===== src/rtl/sv39ptb_pkg.sv =====
// ----------------------------------------------------------------------------
// sv39ptb_pkg
// shared types and constants of the sv39 page table builder
// ----------------------------------------------------------------------------
package sv39ptb_pkg;

  localparam int DEF_POOL_PAGES = 16;
  localparam int ENTRY_BITS     = 9;
  localparam int PPN_W          = 44;
  localparam int VPN_W          = 27;
  localparam int PTE_W          = 64;
  localparam int PERM_W         = 8;
  localparam int COUNT_W        = 7;
  localparam int TSEL_W         = 4;
  localparam int STATUS_W       = 2;
  localparam int ADDED_W        = 2;
  localparam int MAX_RUN        = 64;
  localparam int QUEUE_DEPTH    = 2;

  localparam logic [PTE_W-1:0] PTE_V = 64'h01;
  localparam logic [PTE_W-1:0] PTE_A = 64'h40;
  localparam logic [PTE_W-1:0] PTE_D = 64'h80;

  localparam logic OP_MAP  = 1'b0;
  localparam logic OP_READ = 1'b1;

  localparam logic [STATUS_W-1:0] ST_OK        = 2'd0;
  localparam logic [STATUS_W-1:0] ST_EXHAUSTED = 2'd1;
  localparam logic [STATUS_W-1:0] ST_OUTSIDE   = 2'd2;

  typedef struct packed {
    logic                  is_read;
    logic [VPN_W-1:0]      vpn;
    logic [PPN_W-1:0]      ppn;
    logic [COUNT_W-1:0]    count;
    logic [PERM_W-1:0]     perm;
    logic [TSEL_W-1:0]     tsel;
    logic [ENTRY_BITS-1:0] esel;
  } cmd_t;

  typedef struct packed {
    logic [STATUS_W-1:0] status;
    logic [PTE_W-1:0]    entry;
    logic [VPN_W-1:0]    vpn;
    logic [TSEL_W-1:0]   leaf_table;
    logic [ADDED_W-1:0]  added;
    logic                last;
  } res_t;

endpackage


===== src/rtl/sv39ptb_front.sv =====
// ----------------------------------------------------------------------------
// sv39ptb_front
// takes requests, sorts map from read, clamps the run length, drops empty runs
// ----------------------------------------------------------------------------
module sv39ptb_front (
  input  logic                                in_valid,
  output logic                                in_ready,
  input  logic                                in_opcode,
  input  logic [sv39ptb_pkg::VPN_W-1:0]       in_virtual_page,
  input  logic [sv39ptb_pkg::PPN_W-1:0]       in_physical_page,
  input  logic [sv39ptb_pkg::COUNT_W-1:0]     in_page_count,
  input  logic [sv39ptb_pkg::PERM_W-1:0]      in_permission,
  input  logic [sv39ptb_pkg::TSEL_W-1:0]      in_table_select,
  input  logic [sv39ptb_pkg::ENTRY_BITS-1:0]  in_entry_select,
  input  logic                                q_full,
  output logic                                q_push,
  output sv39ptb_pkg::cmd_t                   q_cmd
);

  logic is_read;
  logic [sv39ptb_pkg::COUNT_W-1:0] count_sat;

  assign is_read   = (in_opcode == sv39ptb_pkg::OP_READ);
  assign count_sat = (in_page_count > sv39ptb_pkg::COUNT_W'(sv39ptb_pkg::MAX_RUN)) ?
                     sv39ptb_pkg::COUNT_W'(sv39ptb_pkg::MAX_RUN) : in_page_count;

  assign in_ready = !q_full;
  // an empty map run yields nothing, so it is taken and dropped here
  assign q_push   = in_valid && !q_full && (is_read || (count_sat != '0));

  always_comb begin
    q_cmd         = '0;
    q_cmd.is_read = is_read;
    q_cmd.vpn     = in_virtual_page;
    q_cmd.ppn     = in_physical_page;
    q_cmd.count   = count_sat;
    q_cmd.perm    = in_permission;
    q_cmd.tsel    = in_table_select;
    q_cmd.esel    = in_entry_select;
  end

endmodule


===== config.mk =====
export PLATFORM = sky130hd
export DESIGN_NAME = sv39ptb_front
export DESIGN_NICKNAME = d
export VERILOG_FILES = /design/src/rtl/sv39ptb_pkg.sv /design/src/rtl/sv39ptb_front.sv
export SDC_FILE = /design/constraint.sdc
export NUM_CORES = 1
export LEC_CHECK = 0
export BUFFER_PORTS_ARGS = -buffer_cell sky130_fd_sc_hd__buf_2
export CAP_MARGIN = 20
export CORE_AREA = 5 5 76 78
export DETAILED_ROUTE_END_ITERATION = 8
export DIE_AREA = 0 0 81 83
export PLACE_DENSITY = 0.63
export REMOVE_ABC_BUFFERS = 1
export SYNTH_ARGS = -nofsm -noshare
export SYNTH_HDL_FRONTEND = slang
export SYNTH_SLANG_ARGS = --single-unit

===== constraint.sdc =====
create_clock -name vclk -period 0.8
set_input_delay 0.04 -clock vclk [all_inputs]
set_output_delay 0.04 -clock vclk [all_outputs]
set_load 0.01 [all_outputs]

* Word level (Yosys, flattened, before mapping)
Cells that the tools add are included.
** Cells by class
- Order comparisons :: 1
- Multiplexer cells :: 1
- Reduce and logical (&&, ||, !) cells :: 5
** Operators by type and width (count)
- > comparator 7 bit (second input constant) :: 1
- two-way mux 7 bit :: 1
- nonzero test 7 bit :: 1
- logical AND 1 bit :: 2
- logical NOT 1 bit :: 1
- logical OR 1 bit :: 1
** Word-level totals
- Register bits :: 0
- Input port bits :: 102
- Output and inout port bits :: 102
- Word-level logic and storage cells :: 7

* Depth between registers and ports, before layout
- Word-level depth :: 5
- Mapped depth :: 2
- Gate-level depth less buffers :: 2

* Worst setup path before layout
OpenSTA, ideal clock, no wires.
- Kind :: input to output
- From :: in in_page_count[0] in the netlist's numbering
- To :: out q_push
- Arrival time :: 0.420 ns
- Required time :: 0.760 ns
- Setup slack :: 0.340 ns
- Cell stages on the path :: 2
- Path buffers :: 0
- Cell sequence :: nor4_1 > a21oi_1
** Between the ends
- Longest elaborated chain between the ends :: 5
** RTL lines
- start, declared :: RTL line sv39ptb_front.sv:11 : input logic [sv39ptb_pkg::COUNT_W-1:0] in_page_count,
- > comparator 7 bit :: RTL line sv39ptb_front.sv:24 : assign count_sat = (in_page_count > sv39ptb_pkg::COUNT_W'(sv39ptb_pkg::MAX_RUN)) ?
- two-way mux 7 bit (*) :: RTL line sv39ptb_front.sv:24
- nonzero test 7 bit (*) :: RTL line sv39ptb_front.sv:29 : assign q_push = in_valid && !q_full && (is_read || (count_sat != '0));
- logical OR 1 bit (*) :: RTL line sv39ptb_front.sv:29
- logical AND 1 bit (*) :: RTL line sv39ptb_front.sv:29
- end, declared :: RTL line sv39ptb_front.sv:16 : output logic q_push,
Every way passes the cells marked *; elsewhere a longest branch is shown, timed or not.

* Worst setup path in the final report
- From :: in in_page_count[1] in the netlist's numbering
- To :: out q_push
Same word-level chain as after synthesis.

==> flow_summary.ini <==
[run_status]
status = finished, violations left
violations = setup timing

[placement]
dpl.hpwl_um = 10010
dp_cells = 103
place_congestion = 1.047
place_area_um2 = 289.0
portBuffers = 20
post-place-ws_ns = -0.1601

[cells_and_area]
seq_cells = 0
final_area_um2 = 324.1
fin_nets = 137
fillers = 606
multi_input_area_um2 = 101.3
seqCellArea_um2 = 0
drive_gt1_frac = 0.9394
fin_cells = 103
areaGrowthSynthToFinish_pct = -58.89
fin_util = 0.06469
clkbuf_count = 0
antenna_cells = 0

[detailed_routing]
post-route-drc-count = 0
drtIter0Drc = 21
ant_nets = 0
finalWirelength_um = 10170
first_pass_iters = 3
wl_per_cell_um = 98.74
avgViaCountPerCell = 3.835
via_count = 395

[synthesis]
netlist.area_leader.share = 0.8857
yosysUniqueCellTypes = 8
yosysSeqAreaShare = 0
netlist_instances = 105
yosys.area.top_type = buf_4
syn_avg_cell_area_um2 = 7.507
ys_warn_count = 0
syn_area_um2 = 788.3
synth_area_leaders = buf_4, and2b_2, nor4_2

[global_routing]
antenna_found_initial = 0
grt_pass1_wl_um = 11010
overflow = 0
grtUsageTotal = 0.2882
grt_max_degree = 8
grt_pass1_vias = 338

[worst_setup_path]
cp-end-kind = output port
worstSetupPathType = in -> out
max_stage_delay_ns = 0.30
worst_setup_path_start_kind = input port
worstPathMaxFanout = 2
cp.required_ns = 0.76
cp_data_arrival_time_ns = 0.79
cpMaxStageDelayCell = nor4_4
path_cells = buf_8, nor4_4, buf_4, a21oi_2, buf_2

[clock_tree]
post_cts_buffers = 0
postCtsHoldBufs = 0

[worst_hold_path]
hold_class = in -> out

[sta]
final_hold_viol_count = 0
slew-limit-headroom = 0.8347
holdWs_ns = 0.08011
max_freq_ghz = 1.211
setup_ws_ns = -0.02606
fin_crit_sh = 1.033
finalSetupViolCount = 1
drv_slew = 0
period_minus_slack_ns = 0.8261
rsz0062_at_grt = yes
setup_tns_ns = -0.02606
worst_pin_slew_ns = 0.2461

[die]
core_area_um2 = 5010
start_util = 0.1573
die_w_um = 81
rows = 26
fp.dieH_um = 83
io_pins = 204
dieArea_um2 = 6723

[pwr]
vdd_drop_max_mv = 0.1000
pwr_density_cell_nw_per_um2 = 376.5
power.leakage_nw = 0.1434
power_mw = 0.1220

[job]
maxCapViolCount = 0
-- cell families (layout without fill, tap and decap cells) --
family / Yosys count / after routing / synth area share
buf+inv: 95 / 23 / 0.8952
simple gates: 9 / 9 / 0.09842
compound gates: 1 / 1 / 0.006343
-- placed cells by master (no fill, tap or decap), drive strengths merged --
cell type,instances
buf,22
and2b,6
nor4,2
inv,1
nand2b,1
a21oi,1
-- synthesized netlist by cell type (all sizes together) --
library cell / instances
buf: 93
and2b: 6
nor4: 2
a21oi: 1
clkbuf: 1
inv: 1
nand2b: 1
-- critical path: cells and delay by family --
family                 cells  cell delay, ns
AO/OA/AOI/OAI              1            0.04
buffers and inverters      3            0.41
AND/OR/NAND/NOR            1            0.30
-- path summary, 6_finish.rpt --
path                                start         to  slack, ns  depth (start not counted)
worst max-delay path     in_page_count[1]     q_push      -0.03                          5
worst min-delay path  in_physical_page[4]  q_cmd[32]       0.08                          0
-- layout make-up --
type,instances,area share
repair buffers,22,0.4054
multi-input cells,10,0.3127
well taps,70,0.2703
inverters,1,0.01158
-- routing by layer --
layer / routed length (um) / GRT usage / vias to the layer above / share of wire
met5: 0 / 0.05000 / - / 0
met4: 114 / 0.02611 / 0 / 0.011
met3: 3317 / 0.4361 / 6 / 0.33
met2: 6059 / 0.6064 / 191 / 0.60
met1: 678 / 0.05355 / 116 / 0.067
li1: - / - / 82 / -
-- report_power, final --
group	switching (mW)	internal, mW
Sequential	0	0
Clock	0	0
Combinational	0.0549	0.0671
-- repair_timing --
action / CTS / global route
resized for setup: 5 / 1
endpoints found under the hold margin: 0 / 0
setup endpoints to repair: 1 / 1
pin swaps: 2 / 1
(Power assumes the default switching activity.)
