File: src/rtl/sv39ptb_pkg.sv
// ----------------------------------------------------------------------------
// sv39ptb_pkg
// shared types and constants of the sv39 page table builder
// ----------------------------------------------------------------------------
package sv39ptb_pkg;

  localparam int DEF_POOL_PAGES = 16;
  localparam int ENTRY_BITS     = 9;
  localparam int PPN_W          = 44;
  localparam int VPN_W          = 27;
  localparam int PTE_W          = 64;
  localparam int PERM_W         = 8;
  localparam int COUNT_W        = 7;
  localparam int TSEL_W         = 4;
  localparam int STATUS_W       = 2;
  localparam int ADDED_W        = 2;
  localparam int MAX_RUN        = 64;
  localparam int QUEUE_DEPTH    = 2;

  localparam logic [PTE_W-1:0] PTE_V = 64'h01;
  localparam logic [PTE_W-1:0] PTE_A = 64'h40;
  localparam logic [PTE_W-1:0] PTE_D = 64'h80;

  localparam logic OP_MAP  = 1'b0;
  localparam logic OP_READ = 1'b1;

  localparam logic [STATUS_W-1:0] ST_OK        = 2'd0;
  localparam logic [STATUS_W-1:0] ST_EXHAUSTED = 2'd1;
  localparam logic [STATUS_W-1:0] ST_OUTSIDE   = 2'd2;

  typedef struct packed {
    logic                  is_read;
    logic [VPN_W-1:0]      vpn;
    logic [PPN_W-1:0]      ppn;
    logic [COUNT_W-1:0]    count;
    logic [PERM_W-1:0]     perm;
    logic [TSEL_W-1:0]     tsel;
    logic [ENTRY_BITS-1:0] esel;
  } cmd_t;

  typedef struct packed {
    logic [STATUS_W-1:0] status;
    logic [PTE_W-1:0]    entry;
    logic [VPN_W-1:0]    vpn;
    logic [TSEL_W-1:0]   leaf_table;
    logic [ADDED_W-1:0]  added;
    logic                last;
  } res_t;

endpackage

File: src/rtl/sv39ptb_queue.sv
// ----------------------------------------------------------------------------
// sv39ptb_queue
// short command queue between the front and the table walker
// ----------------------------------------------------------------------------
module sv39ptb_queue (
  input  logic              clk,
  input  logic              rst_n,
  input  logic              push,
  input  sv39ptb_pkg::cmd_t push_cmd,
  output logic              full,
  input  logic              pop,
  output logic              not_empty,
  output sv39ptb_pkg::cmd_t pop_cmd
);

  localparam int QD  = sv39ptb_pkg::QUEUE_DEPTH;
  localparam int QPW = (QD > 1) ? $clog2(QD) : 1;
  localparam int QCW = $clog2(QD + 1);

  sv39ptb_pkg::cmd_t slot_r [QD];
  logic [QPW-1:0] wr_ptr_r, wr_ptr_nxt;
  logic [QPW-1:0] rd_ptr_r, rd_ptr_nxt;
  logic [QCW-1:0] cnt_r, cnt_nxt;
  logic do_push, do_pop;

  assign full      = (cnt_r == QCW'(QD));
  assign not_empty = (cnt_r != '0);
  assign pop_cmd   = slot_r[rd_ptr_r];
  assign do_push   = push && !full;
  assign do_pop    = pop && not_empty;

  always_comb begin
    wr_ptr_nxt = wr_ptr_r;
    rd_ptr_nxt = rd_ptr_r;
    cnt_nxt    = cnt_r;
    if (do_push) begin
      wr_ptr_nxt = (wr_ptr_r == QPW'(QD - 1)) ? '0 : wr_ptr_r + 1'b1;
    end
    if (do_pop) begin
      rd_ptr_nxt = (rd_ptr_r == QPW'(QD - 1)) ? '0 : rd_ptr_r + 1'b1;
    end
    if (do_push && !do_pop) begin
      cnt_nxt = cnt_r + 1'b1;
    end else if (do_pop && !do_push) begin
      cnt_nxt = cnt_r - 1'b1;
    end
  end

  always_ff @(posedge clk) begin
    if (!rst_n) begin
      wr_ptr_r <= '0;
      rd_ptr_r <= '0;
      cnt_r    <= '0;
    end else begin
      wr_ptr_r <= wr_ptr_nxt;
      rd_ptr_r <= rd_ptr_nxt;
      cnt_r    <= cnt_nxt;
    end
  end

  always_ff @(posedge clk) begin
    if (do_push) begin
      slot_r[wr_ptr_r] <= push_cmd;
    end
  end

endmodule

File: config.mk
export PLATFORM = sky130hd
export DESIGN_NAME = sv39ptb_queue
export DESIGN_NICKNAME = d
export VERILOG_FILES = /design/src/rtl/sv39ptb_pkg.sv /design/src/rtl/sv39ptb_queue.sv
export SDC_FILE = /design/constraint.sdc
export NUM_CORES = 1
export LEC_CHECK = 0
export ABC_CLOCK_PERIOD_IN_PS = 5100
export BUFFER_PORTS_ARGS = -buffer_cell sky130_fd_sc_hd__buf_4
export CORE_ASPECT_RATIO = 1.4
export CORE_MARGIN = 2
export CORE_UTILIZATION = 47
export CTS_CLUSTER_DIAMETER = 30
export CTS_CLUSTER_SIZE = 12
export DETAILED_ROUTE_END_ITERATION = 12
export PLACE_DENSITY = 0.76
export SLEW_MARGIN = 20
export SYNTH_ARGS = -nofsm -noshare
export SYNTH_HDL_FRONTEND = slang
export SYNTH_SLANG_ARGS = --single-unit
File: constraint.sdc
create_clock -name clk -period 5.1 [get_ports clk]
set_input_delay 1.02 -clock clk [delete_from_list [all_inputs] [get_ports clk]]
set_output_delay 1.02 -clock clk [all_outputs]
set_load 0.01 [all_outputs]
# ---- Yosys cells after proc, flatten, opt, wreduce, memory -nomap -nowiden
# Memories as Yosys holds them, arrays and structs flattened. A register that Yosys moved wholly into a read port is not among the register bits.
# Cells that the tools add are included.
dict set report word_totals {
  inputBits 104
  out_inout_bits 102
  mem_bits_rw 200
  memories 1
  register_bits 4
}
dict set report classes {
  reduce_logical 9
  n_eq_ne 1
  add_sub_neg 4
  muxes 8
}
# memory words width read_ports rd_clocked_by_memory_dff write_ports line_no
set memory_table {}
lappend memory_table {slot_r 2 100 1 1 1 sv39ptb_queue.sv:20} ;# sv39ptb_pkg::cmd_t slot_r [QD];
# op count
set ops {}
lappend ops {{$mux W1} 6}
lappend ops {{$logic_and A1 B1 Y1} 4}
lappend ops {{$mux W2} 2}
lappend ops {{$reduce_bool A2 Y1} 2}
lappend ops {{$logic_not A1 Y1} 3}
lappend ops {{$add A1 B1 Y1 const B} 2}
lappend ops {{$add A2 B1 Y2 const B} 1}
lappend ops {{$eq A2 B2 Y1 const B} 1}
lappend ops {{$sub A2 B1 Y2 const B} 1}

# ---- Longest topological paths before layout
# Gate-level depths: netlist of run 1.
dict set report depth {
  depth_word 7
  ltp_mapped 7
  depth_no_buf 7
}

# ---- Worst setup path before layout of run 1
# OpenSTA, ideal clock, no wires.
dict set report synth_timing {
  path_type {input port to flip-flop}
  from {input port push}
  to {memory slot_r[0][0] (netlist name) (enable)}
  setup_time_ns 0.542
  setup_slack_ns -0.415
  arrival_ns 4.973
  required_time_ns 4.558
  stages 2
  cell_sequence {inv_1 -> nor3_2}
}
dict set report synth_via {
  elab_chain_cells 3
}
# item line_no
set synth_lines {}
lappend synth_lines {{start, declared} sv39ptb_queue.sv:8} ;# input logic push,
lappend synth_lines {{$logic_and A1 B1 Y1} sv39ptb_queue.sv:29} ;# assign do_push = push && !full;
lappend synth_lines {{$mux W1} sv39ptb_queue.sv:62} ;# if (do_push) begin
lappend synth_lines {{$mux W1 (implied by the code)} sv39ptb_queue.sv:63} ;# slot_r[wr_ptr_r] <= push_cmd;
lappend synth_lines {{end, declared} sv39ptb_queue.sv:20}
# Every way passes these cells.

==> impl_metrics.py, run 1 <==
metrics = {
    "floorplanning": {
        "core_area_um2": 15500,
        "rows": 54,
        "die_x_um": 110,
        "die_h_um": 153,
        "pin_count": 206,
        "initial_core_util_pct": 47.9,
        "die-area_um2": 16900,
    },
    "clock_network": {
        "path_clk_slew_ps": 50,
        "cts_tree": "built",
        "post_cts_buffers": 0,
        "cts_buffers": 29,
        "clk_path_buf_depth": 3,
        "cts_hold_buf": 0,
        "cts_max_level": 1,
        "cts_root_buffer": "clkbuf_16",
        "clk_latency_ps": 510,
        "cts_resized": 0,
        "cts_sinks": 205,
    },
    "setup_path": {
        "crit_type": "reg2out",
        "r2r_slack_ps": 2700,
        "r2r_cells": 4,
        "critPathRequiredTime_ps": 4080,
        "crit_path_max_fanout": 79,
        "r2r_start": "cnt_r[0]$_SDFFE_PN0P_",
        "cp.arrival_ps": 2570,
        "crit_path_end_kind": "output pin",
        "critPathLaunchType": "register",
        "r2r_end": "slot_r[0][58]$_DFFE_PP_",
        "worstSetupEndpoint": "pop_cmd[94]",
    },
    "grt": {
        "antenna_found_initial": 1,
        "grt_pass1_wl_um": 21900,
        "grt_overflow": 0,
        "grt_max_degree": 80,
        "track_usage_pct": 17.3,
        "grt_pass1_vias": 4212,
    },
    "synth": {
        "synth_nets": 441,
        "synth_warnings": 0,
        "syn_area_per_cell_um2": 22.2,
        "synth_area_um2": 7450,
        "syn_inst": 336,
        "ys_seq_elements": 205,
        "ys_types": 22,
        "ys_seq_area_share_pct": 82.0,
    },
    "placed_design": {
        "place_hpwl_um": 9880,
        "pre_cts_ws_ps": 2010,
        "place.gp.congestion": 0.774,
        "portBuffers": 205,
    },
    "sta": {
        "slew_headroom_pct": 30.5,
        "postLayoutSetupSlackWorst_ps": 1510,
        "drv_slew": 0,
        "rsz0062_at_grt": "false",
        "fmax_mhz": 279,
        "layout_min_cycle_time_ps": 3590,
        "worst_slew_pin_slew_ps": 1040,
        "timing.final.crit_share_pct": 70.4,
        "setup_viol": 0,
        "report.final.hold_viol_count": 0,
        "skew_ps": 14.0,
        "tns_ps": 0,
    },
    "power_and_ir_drop": {
        "power.density_nw_per_um2": 534,
        "p_leak_nw": 3.81,
        "peakVddDrop_mv": 0.425,
    },
    "drt": {
        "drtIter0Drc": 161,
        "wirelength_um": 14900,
        "drc": 0,
        "dr_total_vias": 3933,
        "ant_nets": 0,
        "drtPass1Iterations": 4,
        "wire_per_inst_um": 19.0,
        "vias_per_cell": 5.04,
    },
    "layout": {
        "seq_area_um2": 6110,
        "fillers": 1117,
        "num_antenna_cells": 0,
        "multi_input_area_um2": 1270,
        "layout-drive-gt1-share_pct": 61.2,
        "nets": 670,
        "final_common_cell": "buf_4",
        "layout_common_cells": "buf_4, edfxtp_1, mux2_2",
        "area_delta_synth_final_pct": 36.4,
    },
    "status": {
        "status": "complete, no violations",
    },
    "hold_path": {
        "hold_path.class": "reg2reg",
    },
    "job": {
        "maxCapViolCount": 0,
    },
}
registers in the layout, indices dropped and copies added, names as in the netlist, named ones only:
register  count
cnt_r         2
slot_r      200
wr_ptr_r      1
rd_ptr_r      1
cell families (layout without fill, tap and decap cells):
| group | after synthesis | in the layout | synth area share [%] |
|---|---|---|---|
| and+or+nand+nor | 9 | 9 | 0.773 |
| buffers and inverters | 13 | 262 | 1.18 |
| muxes | 100 | 100 | 15.1 |
| adders and majority gates | 1 | 1 | 0.168 |
| DFF | 205 | 205 | 82.0 |
| AOI/OAI and AO/OA | 5 | 5 | 0.437 |
| xor gates and xnor gates | 3 | 3 | 0.353 |
critical path, cell delays in order, from the launching register on:
cell and delay [ps]:
dfxtp_4 1010, buf_4 440, mux2_2 390, buf_4 150
worst min path at each step:
stage                                     start  cells after the start                     to
after floorplan           cnt_r[1]$_SDFFE_PN0P_                      2  cnt_r[1]$_SDFFE_PN0P_
after global placement    cnt_r[1]$_SDFFE_PN0P_                      2  cnt_r[1]$_SDFFE_PN0P_
after detailed placement  cnt_r[1]$_SDFFE_PN0P_                      2  cnt_r[1]$_SDFFE_PN0P_
after CTS                 cnt_r[1]$_SDFFE_PN0P_                      2  cnt_r[1]$_SDFFE_PN0P_
after global routing      cnt_r[1]$_SDFFE_PN0P_                      2  cnt_r[1]$_SDFFE_PN0P_
final                     cnt_r[1]$_SDFFE_PN0P_                      2  cnt_r[1]$_SDFFE_PN0P_
cells in the mapped netlist (all sizes together):
library cell | count | area share [%]
xor2 | 1 | 0.12
o21ai | 2 | 0.13
edfxtp | 200 | 81
nand2b | 1 | 0.084
and3 | 1 | 0.084
inv | 2 | 0.10
and2 | 3 | 0.25
xnor2 | 2 | 0.24
a21boi | 2 | 0.20
or3 | 1 | 0.084
ha | 1 | 0.17
or2 | 1 | 0.084
o21a | 1 | 0.10
nor2 | 1 | 0.050
dfxtp | 5 | 1.3
nor3 | 1 | 0.13
mux2 | 100 | 15
buf | 11 | 1.1
cell type report:
| type | instances | share of cell area [%] |
|---|---|---|
| clock buffers | 33 | 7.29 |
| well taps | 196 | 2.41 |
| clock inverters | 18 | 2.17 |
| repair buffers | 209 | 15.4 |
| inverters | 2 | 0.0739 |
| multi-input cells | 118 | 12.5 |
| flip-flops and latches | 205 | 60.1 |
report_power, final:
part | switching [W] | total [W] | leakage [nW] | internal, W
Combinational | 0.000541 | 0.00121 | 1.43 | 0.000671
Sequential | 0.000141 | 0.00226 | 1.91 | 0.00212
Clock | 0.000693 | 0.00195 | 0.470 | 0.00125
stage by stage:
stage | utilization [%] | instance area (um2) | hold slack (ps) | instances | total power [W]
after global placement | 59.2 | 9200 | 497 | 730 | 0.00348
final | 65.4 | 10200 | 554 | 781 | 0.00542
after CTS | 65.4 | 10200 | 552 | 781 | 0.00549
after global routing | 65.4 | 10200 | 569 | 781 | 0.00564
after floorplan | - | 7450 | 479 | 336 | 0.00294
after detailed placement | 59.2 | 9200 | 513 | 730 | 0.00353
routing by layer:
metal  GRT usage [%]  wire length [um]  vias to the layer above
met3            4.09               921                       46
met1            17.3              4860                     1929
li1                -                 -                     1797
met5               0                16                        -
met2            32.3              8400                      159
met4            8.69               660                        2
Power figures use the tool's default switching activity.
==> run 2: changes to the inputs <==
- ABC_AREA: default -> 1
- ABC_CLOCK_PERIOD_IN_PS: 5100 -> 3600
- CORE_UTILIZATION: 47 -> 53
- PLACE_DENSITY: 0.76 -> 0.8
- clock period: 5.1 -> 3.6 ns (I/O delays scaled with it)
==> run 2 against run 1 <==
Sequential power rose by 40%. Routed wire length shrank 2.5%. First-iteration DRC count rose by 19%. Sequential share of layout area down 2.1 points. Critical path type unchanged. Largest power group unchanged. Highest routed layer is now met4.
==> impl_metrics.py, run 2 <==
metrics = {
    "grt": {
        "grt_pass1_wl_um": 21600,
        "grt_busiest_layer": "met2",
        "grt_overflow": 0,
        "grt_util_met1_pct": 20.7,
        "met2_usage_pct": 31.7,
        "antenna_found_initial": 1,
        "grt_max_degree": 69,
        "use_met3_pct": 4.24,
        "grt_pass1_vias": 4194,
        "track_usage_pct": 17.7,
    },
    "clock_network": {
        "cts_buffers": 28,
        "clk_path_buf_depth": 3,
        "cts_max_level": 1,
        "cts_hold_buf": 0,
        "cts_root_buffer": "clkbuf_16",
        "clk_latency_ps": 520,
        "cts_resized": 0,
        "path_clk_slew_ps": 60,
        "cts_tree": "built",
        "cts_sinks": 205,
        "post_cts_buffers": 0,
    },
    "setup_path": {
        "path_delay_family": "flip-flops",
        "cp.arrival_ps": 2080,
        "slowest_stage": "dfxtp_4",
        "crit_chain": "buf_12, mux2_4, buf_4",
        "crit_path_end_kind": "output pin",
        "critPathLaunchType": "register",
        "cp_num_buf_inv": 2,
        "critPathRequiredTime_ps": 2880,
        "crit_type": "reg2out",
        "crit_path_max_fanout": 46,
        "slowest_delay_ps": 640,
    },
    "power_and_ir_drop": {
        "p_int_w": 0.00568,
        "power_frac_clock_pct": 34.0,
        "combPwrFrac_pct": 24.5,
        "p_sw_share_pct": 25.5,
        "p_leak_nw": 4.18,
        "netSwitchingPower_w": 0.00194,
        "peakVddDrop_mv": 0.588,
        "power.density_nw_per_um2": 723,
        "pwr-share-seq_pct": 41.5,
    },
    "synth": {
        "synth.most_common_cell": "edfxtp_1",
        "ys_top_cells_by_count": "edfxtp_1, mux2_4, buf_12, nor2_1, inv_1",
        "ys_types": 15,
        "synth_ff_type": "edfxtp_1",
        "synth_largest_area_cell": "edfxtp_1",
        "synth_area_um2": 7960,
        "synth_edf_count": 200,
        "synth_warnings": 0,
        "syn_area_per_cell_um2": 22.9,
        "async_flop_share_pct": 0,
        "ys_seq_elements": 205,
        "synthTopCellsByArea": "edfxtp_1, mux2_4, buf_12, dfxtp_1, nor2_1",
        "syn_inst": 348,
        "synth_top_area_share_pct": 75.4,
        "synth_nets": 453,
        "ys_seq_area_share_pct": 76.7,
    },
    "layout": {
        "final_area_um2": 10500,
        "layout_common_cells": "buf_4, edfxtp_1, mux2_4",
        "layout-drive-gt1-share_pct": 60.0,
        "nets": 683,
        "top_register": "slot_r",
        "fin_cells": 790,
        "fillers": 935,
        "reg_top3": "slot_r (200), cnt_r (2)",
        "largest_reg_flops": 200,
        "area_delta_synth_final_pct": 32.2,
        "fin_util_pct": 70.9,
        "final_common_cell": "buf_4",
    },
    "floorplanning": {
        "rows": 53,
        "die_x_um": 108,
        "core_area_um2": 14900,
        "initial_core_util_pct": 53.6,
        "die-area_um2": 16000,
        "die_h_um": 149,
        "pin_count": 206,
    },
    "sta": {
        "rsz0062_at_grt": "false",
        "report.final.hold_viol_count": 0,
        "layout_min_cycle_time_ps": 2800,
        "slew_headroom_pct": 38.4,
        "skew_ps": 11.7,
        "setup_viol": 0,
        "worst_slew_pin_slew_ps": 924,
        "fmax_mhz": 357,
        "drv_slew": 0,
        "postLayoutSetupSlackWorst_ps": 800,
        "timing.final.crit_share_pct": 77.8,
    },
    "drt": {
        "drtIter0Drc": 192,
        "vias_per_cell": 4.94,
        "drc": 0,
        "wirelength_um": 14500,
        "drtPass1Iterations": 4,
        "wire_per_inst_um": 18.3,
        "ant_nets": 0,
        "dr_total_vias": 3905,
    },
    "placed_design": {
        "place_hpwl_um": 9700,
        "pre_cts_ws_ps": 1330,
        "place_inst": 740,
        "postPlaceCellArea_um2": 9620,
        "place.gp.congestion": 0.738,
        "portBuffers": 205,
    },
    "hold_path": {
        "hold_path.class": "in2reg",
    },
    "job": {
        "maxCapViolCount": 0,
    },
    "status": {
        "status": "complete, no violations",
    },
}
-- run 2: worst register-to-register path: cells and delay by family, from the launching register on --
kind	cells	cell delay, ps
buf+inv	2	840
flops	1	330
compound gates	1	120
simple gates	1	100
-- run 2: logic make-up after synthesis --
logic type                 share of synthesized area, %
muxes                                              18.9
DFF                                                76.7
and+or+nand+nor                                   0.896
buffers and inverters                              3.03
AOI/OAI and AO/OA                                 0.393
adders and majority gates                         0.157
-- run 2: through the flow --
step | power (W) | TNS (ps) | hold WS, ps
4_1_cts | 0.00771 | 0 | 369
2_1_floorplan | 0.00441 | -45090 | 467
3_3_place_gp | 0.00503 | 0 | 478
3_5_place_dp | 0.00510 | 0 | 485
5_1_grt | 0.00791 | 0 | 371
6_report | 0.00762 | 0 | 386
-- run 2: final cells by class --
class / count / area, um2 / area share (%)
diodes: 1 / 2.50 / 0.0238
clock buffers: 29 / 726 / 6.89
clock inverters: 20 / 183 / 1.73
inverters: 8 / 30.0 / 0.285
multi-input cells: 124 / 1630 / 15.5
flip-flops and latches: 205 / 6110 / 58.0
well taps: 192 / 240 / 2.28
repair buffers: 211 / 1610 / 15.3
-- run 2: path summary, 6_finish.rpt --
check	startpoint	end	slack, ps	cells past startpoint
worst max register to register	cnt_r[1]$_SDFFE_PN0P_	slot_r[1][91]$_DFFE_PP_	1780	4
worst min register to register	rd_ptr_r$_SDFFE_PN0P_	register	510	2
worst max-delay path	register	pop_cmd[40]	800	3
worst min-delay path	push_cmd[57]	slot_r[1][57]$_DFFE_PP_	390	1
-- run 2: layer usage --
metal / up-vias / share of wire [%]
li1: 1828 / -
met1: 1912 / 37
met4: 0 / 2.4
met2: 140 / 54
met3: 25 / 6.5
met5: - / 0
-- run 2: power by group through the flow --
stage               sequential [W]  combinational [W]  clock (W)
floorplan                  0.00316            0.00125          0
global placement           0.00318            0.00185          0
detailed placement         0.00321            0.00189          0
CTS                        0.00316            0.00190    0.00264
global route               0.00319            0.00198    0.00273
finish                     0.00316            0.00186    0.00259
